**config.mk**
```make
export PLATFORM = sky130hd
export DESIGN_NAME = egsc_cfg_regs
export DESIGN_NICKNAME = d
export VERILOG_FILES = /design/src/sv/assert_macros.svh /design/src/sv/egsc_pkg.sv /design/src/sv/egsc_cfg_regs.sv
export SDC_FILE = /design/constraint.sdc
export NUM_CORES = 1
export LEC_CHECK = 0
export ABC_AREA = 1
export BUFFER_PORTS_ARGS = -buffer_cell sky130_fd_sc_hd__buf_2
export CAP_MARGIN = 15
export CORE_AREA = 2 2 118 120
export DETAILED_ROUTE_END_ITERATION = 6
export DIE_AREA = 0 0 120 122
export GPL_TIMING_DRIVEN = 0
export PLACE_DENSITY = 0.75
export SETUP_SLACK_MARGIN = 0.15
export SYNTH_ARGS = -nofsm -noshare
export SYNTH_HDL_FRONTEND = slang
export SYNTH_SLANG_ARGS = --single-unit
export TNS_END_PERCENT = 30
```
**constraint.sdc**
```tcl
create_clock -name clk -period 1.55 [get_ports clk]
set_input_delay 0.31 -clock clk [delete_from_list [all_inputs] [get_ports clk]]
set_output_delay 0.31 -clock clk [all_outputs]
set_load 0.01 [all_outputs]
```
**src/sv/assert_macros.svh**
```systemverilog
// Assertion helpers shared by the RTL files.
`ifndef ASSERT_MACROS_SVH
`define ASSERT_MACROS_SVH

// Check that a property holds at every clock edge outside reset.
`define ASSERT_CLK(label, clk, rst_n, prop, msg) \
  label: assert property (@(posedge clk) disable iff (!rst_n) prop) else $error(msg);

// Check that a condition implies another in the next cycle.
`define ASSERT_NEXT(label, clk, rst_n, cond, nxt, msg) \
  label: assert property (@(posedge clk) disable iff (!rst_n) (cond) |=> (nxt)) \
    else $error(msg);

`endif

```
**src/sv/egsc_pkg.sv**
```systemverilog
package egsc_pkg;
  localparam int unsigned GridWDef = 64;
  localparam int unsigned GridHDef = 64;
  localparam int unsigned AngleMax = 102944;
  localparam int unsigned Sqrt2Q16 = 92682;
  localparam int unsigned CordicSteps = 17;
  localparam int unsigned CfgAddrW = 5;

  typedef enum logic [1:0] {
    ACT_ADD   = 2'd0,
    ACT_QUERY = 2'd1,
    ACT_CLEAR = 2'd2,
    ACT_NONE  = 2'd3
  } action_t;

  typedef enum logic [2:0] {
    REG_MIN_RANGE = 3'd0,
    REG_MAX_RANGE = 3'd1,
    REG_RADIUS    = 3'd2,
    REG_FALL_W    = 3'd3,
    REG_RISE_W    = 3'd4,
    REG_CAUTION   = 3'd5,
    REG_LETHAL    = 3'd6,
    REG_CELL_SIZE = 3'd7
  } reg_idx_t;

  typedef struct packed {
    logic [1:0]  action;
    logic [15:0] point_x;
    logic [15:0] point_y;
    logic [15:0] sensor_x;
    logic [15:0] sensor_y;
    logic [15:0] point_height;
    logic [5:0]  query_col;
    logic [5:0]  query_row;
  } in_word_t;

  typedef struct packed {
    logic [7:0]  cost;
    logic [16:0] slope_angle;
    logic        slope_known;
  } out_word_t;

  typedef struct packed {
    logic [15:0] min_range;
    logic [15:0] max_range;
    logic [4:0]  slope_radius;
    logic [16:0] fall_weight;
    logic [16:0] rise_weight;
    logic [16:0] caution_angle;
    logic [16:0] lethal_angle;
    logic [15:0] cell_size_mm;
  } cfg_t;

  // CORDIC request / response between sequencer and angle unit
  typedef struct packed {
    logic        start;
    logic [15:0] dz;
    logic [47:0] xdist;
  } cordic_req_t;

  typedef struct packed {
    logic        done;
    logic [16:0] angle;
  } cordic_rsp_t;

  typedef enum logic [4:0] {
    ST_IDLE,
    ST_ADD_MUL,
    ST_ADD_CHK,
    ST_ADD_RD,
    ST_ADD_BLEND,
    ST_ADD_WR,
    ST_CLEAR,
    ST_Q_RD,
    ST_Q_CTR,
    ST_Q_NB,
    ST_Q_NBRD,
    ST_Q_XD,
    ST_Q_XD2,
    ST_Q_CORDIC,
    ST_Q_GRADE,
    ST_Q_DIV,
    ST_Q_OUT
  } state_t;

  function automatic logic [16:0] atan_entry(input logic [4:0] i);
    case (i)
      5'd0:  atan_entry = 17'd51472;
      5'd1:  atan_entry = 17'd30385;
      5'd2:  atan_entry = 17'd16055;
      5'd3:  atan_entry = 17'd8150;
      5'd4:  atan_entry = 17'd4091;
      5'd5:  atan_entry = 17'd2047;
      5'd6:  atan_entry = 17'd1024;
      5'd7:  atan_entry = 17'd512;
      5'd8:  atan_entry = 17'd256;
      5'd9:  atan_entry = 17'd128;
      5'd10: atan_entry = 17'd64;
      5'd11: atan_entry = 17'd32;
      5'd12: atan_entry = 17'd16;
      5'd13: atan_entry = 17'd8;
      5'd14: atan_entry = 17'd4;
      5'd15: atan_entry = 17'd2;
      5'd16: atan_entry = 17'd1;
      default: atan_entry = 17'd0;
    endcase
  endfunction
endpackage

```
**src/sv/egsc_cfg_regs.sv**
```systemverilog
module egsc_cfg_regs
  import egsc_pkg::*;
(
  input  logic                clk,
  input  logic                rst_n,
  input  logic                psel,
  input  logic                penable,
  input  logic                pwrite,
  input  logic [CfgAddrW-1:0] paddr,
  input  logic [31:0]         pwdata,
  output logic [31:0]         prdata,
  output logic                pready,
  output cfg_t                cfg
);
  cfg_t     cfg_r;
  reg_idx_t idx;
  logic     wr;

  assign pready = 1'b1;
  assign idx    = reg_idx_t'(paddr[CfgAddrW-1:2]);
  assign wr     = psel && penable && pwrite && (paddr[1:0] == 2'b00);
  assign cfg    = cfg_r;

  always_ff @(posedge clk) begin
    if (!rst_n) begin
      cfg_r.min_range     <= 16'd0;
      cfg_r.max_range     <= 16'hFFFF;
      cfg_r.slope_radius  <= 5'd4;
      cfg_r.fall_weight   <= 17'd65536;
      cfg_r.rise_weight   <= 17'd1311;
      cfg_r.caution_angle <= 17'd17157;
      cfg_r.lethal_angle  <= 17'd40034;
      cfg_r.cell_size_mm  <= 16'd50;
    end else if (wr) begin
      case (idx)
        REG_MIN_RANGE: cfg_r.min_range     <= pwdata[15:0];
        REG_MAX_RANGE: cfg_r.max_range     <= pwdata[15:0];
        REG_RADIUS:    cfg_r.slope_radius  <= pwdata[4:0];
        REG_FALL_W:    cfg_r.fall_weight   <= pwdata[16:0];
        REG_RISE_W:    cfg_r.rise_weight   <= pwdata[16:0];
        REG_CAUTION:   cfg_r.caution_angle <= pwdata[16:0];
        REG_LETHAL:    cfg_r.lethal_angle  <= pwdata[16:0];
        REG_CELL_SIZE: cfg_r.cell_size_mm  <= pwdata[15:0];
        default: ;
      endcase
    end
  end

  always_comb begin
    case (idx)
      REG_MIN_RANGE: prdata = {16'd0, cfg_r.min_range};
      REG_MAX_RANGE: prdata = {16'd0, cfg_r.max_range};
      REG_RADIUS:    prdata = {27'd0, cfg_r.slope_radius};
      REG_FALL_W:    prdata = {15'd0, cfg_r.fall_weight};
      REG_RISE_W:    prdata = {15'd0, cfg_r.rise_weight};
      REG_CAUTION:   prdata = {15'd0, cfg_r.caution_angle};
      REG_LETHAL:    prdata = {15'd0, cfg_r.lethal_angle};
      REG_CELL_SIZE: prdata = {16'd0, cfg_r.cell_size_mm};
      default:       prdata = 32'd0;
    endcase
  end
endmodule

```
==> flow_summary.ini <==
[critical_path]
path_cells = buf_12 > nor2_4 > inv_2 > nor2_4 > buf_8 > buf_6 > nand2_4 > nand3_2 > buf_6
crit_buf_inv = 5
slowest_stage = buf_8
slowest_delay_ns = 0.16
reg2reg_to = cfg[22]$_SDFFE_PN1P_
critPathCaptureType = primary output
cp_data_required_time_ns = 1.24
rr_startpoint = cfg[22]$_SDFFE_PN1P_
cp.arrival_ns = 1.36
start_kind = input pin
critPathKind = input pin to primary output
cpLargestDelayFamily = buffers and inverters
rrSetupSlack_ns = 0.85
r2r_cells = 3
path_max_fanout = 6

[power]
p_seq_frac = 0.414
clock_power_share = 0.464
irDropWorstVdd_uv = 666.0
p_switching_mw = 2.035
p_leak_nw = 4.361
power_density_nw_per_um2 = 900.0
switching_share = 0.2683
power.internal_mw = 5.548
power_frac_comb = 0.122

[place]
hpwlAfterDp_mm = 18.33
gp_congestion = 0.9828
port_buffers = 162
placed_area_um2 = 7223

[finish]
fillers = 1298
fin_area_um2 = 8426
multi_input_area_um2 = 3364
area_delta_synth_final_pct = 40.47
diodes = 0
final_layout_size_suffix_gt1_frac = 0.3108
finish.utilization = 0.6239
fin_nets = 1168
largest_reg_flops = 121
regArea_um2 = 2425

[floorplanning]
core-area_um2 = 13500
die_height_um = 122
die_w_um = 120
rows = 43
initial_core_util = 0.4442
num_io_pins = 196
dieArea_um2 = 14640

[job]
max_cap_viol_count = 0

[global_routing]
antenna_found_initial = 0
grt_max_degree = 17
grt-ovfl-total = 0
first_global_vias = 6678
gr-usage-all-layers = 0.3450
grt_pass1_wl_mm = 37.80

[routing]
top_layer_used = met4
route.met2.wl_mm = 10.72
drt-met1-wl_mm = 10.21
drtAntennaViolNets = 0
drtPass1Iterations = 7
dr_total_vias = 7309
drc = 9
drt_wl_total_mm = 25.05
wl_per_cell_um = 18.99
viasPerCell = 5.541
drt-initial-drc-count = 753
wl_met3_mm = 2.751

[synthesis]
synth_top_area_cell = dfxtp_1
synth_commonest_cells = nand2_1 (218), nand3_1 (181), nor2_1 (136)
avgSynthCellArea_um2 = 6.555
synth_cell_type_count = 16
synth_seq_cells = 121
synthTopCellsByArea = dfxtp_1 (40%), nand3_1 (15%), nand2_1 (14%), nor2_1 (8.5%), a21oi_1 (6.4%)
async_flop_share = 0
yosysMostFrequentCell = nand2_1
yosysSeqAreaShare = 0.4038
yosys_warnings = 0
synth-edff-count = 0
synth_cells = 915
syn_area_um2 = 5998
netlist.area_leader.share = 0.4038
synthFlopType = dfxtp_1

[sta]
maxSlewViolCount = 0
timing.final.ws_setup_ns = -0.1239
clock-skew-final_ns = 0
worstMarginPinSlew_ns = 0.7244
rsz0062_at_grt = true
fmaxAchievable_ghz = 0.5974
fin_crit_ns = 1.674
finalHoldViolCount = 0
max_slew_margin = 0.5153
timing.hold.ws_ns = 0.1511
fin_crit_sh = 1.080
report.final.setup_viol = 17

[clock_tree]
cts_hold_buffers = 0
numCtsBuffers = 17
root_buffer = clkbuf_16
ctsLongestPathBuffers = 2
worstSkewPairLatency_ns = 0.43
ctsHtreeMaxLevel = 4
cts_tree = done
cts_sinks = 121
clk_pin_slew_ns = 0.05

[run_status]
failed_checks = design-rule violations, negative setup slack
status = finished, violations left

[min_path]
holdCritStartpoint = pwdata[13]
hp-class = input pin to flip-flop
min_to = cfg[80]$_SDFFE_PN0P_
hold_depth = 3
==> per-layer routing <==
metal,global-route usage,vias to the layer above
met3,0.08661,88
met1,0.4490,3340
li1,-,3414
met2,0.5220,467
met4,0.1934,0
met5,0,-
==> cell type report <==
| cell class | count | area share |
|---|---|---|
| buffer | 89 | 0.07752 |
| clock buffer | 21 | 0.05465 |
| sequential | 121 | 0.2878 |
| clock inverter | 11 | 0.006534 |
| tap | 180 | 0.02673 |
| inverter | 41 | 0.01975 |
| timing repair buffer | 178 | 0.1277 |
| multi-input combinational | 678 | 0.3993 |
==> metrics by stage <==
stage	setup WS [ns]	power [mW]	TNS, ns	cells
after floorplan	0.05285	3.641	0	929
after global placement	-0.7841	3.922	-33.91	1271
after detailed placement	-0.7570	3.923	-37.12	1271
after CTS	-0.1113	7.546	-1.527	1318
after global routing	-0.1667	7.784	-2.490	1319
final	-0.1239	7.583	-1.686	1319
==> worst reg2reg max path, delay by kind of cell (launching register included) <==
kind          cells  cell delay (ns)
simple gates      2             0.11
flops             1             0.32
buf+inv           1             0.14
==> cell families after synthesis <==
family | count (synthesis) | synth area share
compound gates | 77 | 0.06425
simple gates | 585 | 0.4272
flops | 121 | 0.4038
other cells | 2 | 0.001252
buf+inv | 130 | 0.1035
==> cell usage in the layout, fill, tap and decap left out <==
| cell | Yosys | layout |
|---|---|---|
| nand3_2 | 0 | 15 |
| nand2_1 | 218 | 201 |
| nor2_1 | 136 | 123 |
| a21oi_2 | 0 | 3 |
| buf_4 | 24 | 35 |
| clkinv_2 | 0 | 11 |
| buf_6 | 0 | 23 |
| dfxtp_2 | 0 | 2 |
| nand4_1 | 44 | 44 |
| buf_1 | 5 | 2 |
| buf_2 | 34 | 172 |
| clkbuf_16 | 0 | 18 |
| nand2_4 | 0 | 7 |
| nand3_4 | 0 | 4 |
| inv_2 | 4 | 3 |
| nand3_1 | 181 | 162 |
| a21oi_1 | 77 | 66 |
| conb_1 | 2 | 16 |
| buf_12 | 0 | 3 |
| nor2_4 | 3 | 7 |
| buf_8 | 0 | 4 |
| clkbuf_1 | 26 | 17 |
| inv_1 | 37 | 35 |
| nor2_2 | 2 | 11 |
| inv_8 | 0 | 1 |
| inv_4 | 0 | 2 |
| a21oi_4 | 0 | 8 |
| nand2_2 | 1 | 11 |
| buf_16 | 0 | 1 |
| clkbuf_4 | 0 | 1 |
| clkbuf_2 | 0 | 4 |
| dfxtp_1 | 121 | 119 |
| clkbuf_8 | 0 | 8 |
==> power by group through the flow <==
| stage | logic [mW] | clock network, mW | registers [mW] |
|---|---|---|---|
| floorplan | 0.434 | 0 | 3.21 |
| global placement | 0.718 | 0 | 3.20 |
| detailed placement | 0.719 | 0 | 3.20 |
| CTS | 0.878 | 3.53 | 3.14 |
| global route | 0.978 | 3.67 | 3.14 |
| finish | 0.922 | 3.52 | 3.14 |
==> repair_timing <==
action	CTS	global route
setup buffers	12	1
endpoints found under the setup margin	29	34
cloned	3	0
pin swaps	16	4
resized for setup	124	18
==> how the worst max path moves through the flow <==
stage          startpoint    endpoint  slack [ns]  cells past startpoint
6_report         paddr[2]  prdata[11]       -0.12                      9
5_1_grt          paddr[2]   prdata[6]       -0.17                      8
4_1_cts          paddr[2]   prdata[8]       -0.11                      9
3_5_place_dp     paddr[4]  prdata[16]       -0.76                      8
3_3_place_gp     paddr[4]  prdata[16]       -0.78                      8
2_1_floorplan    paddr[3]  prdata[16]        0.05                      8
Power figures use the tool's default switching activity.
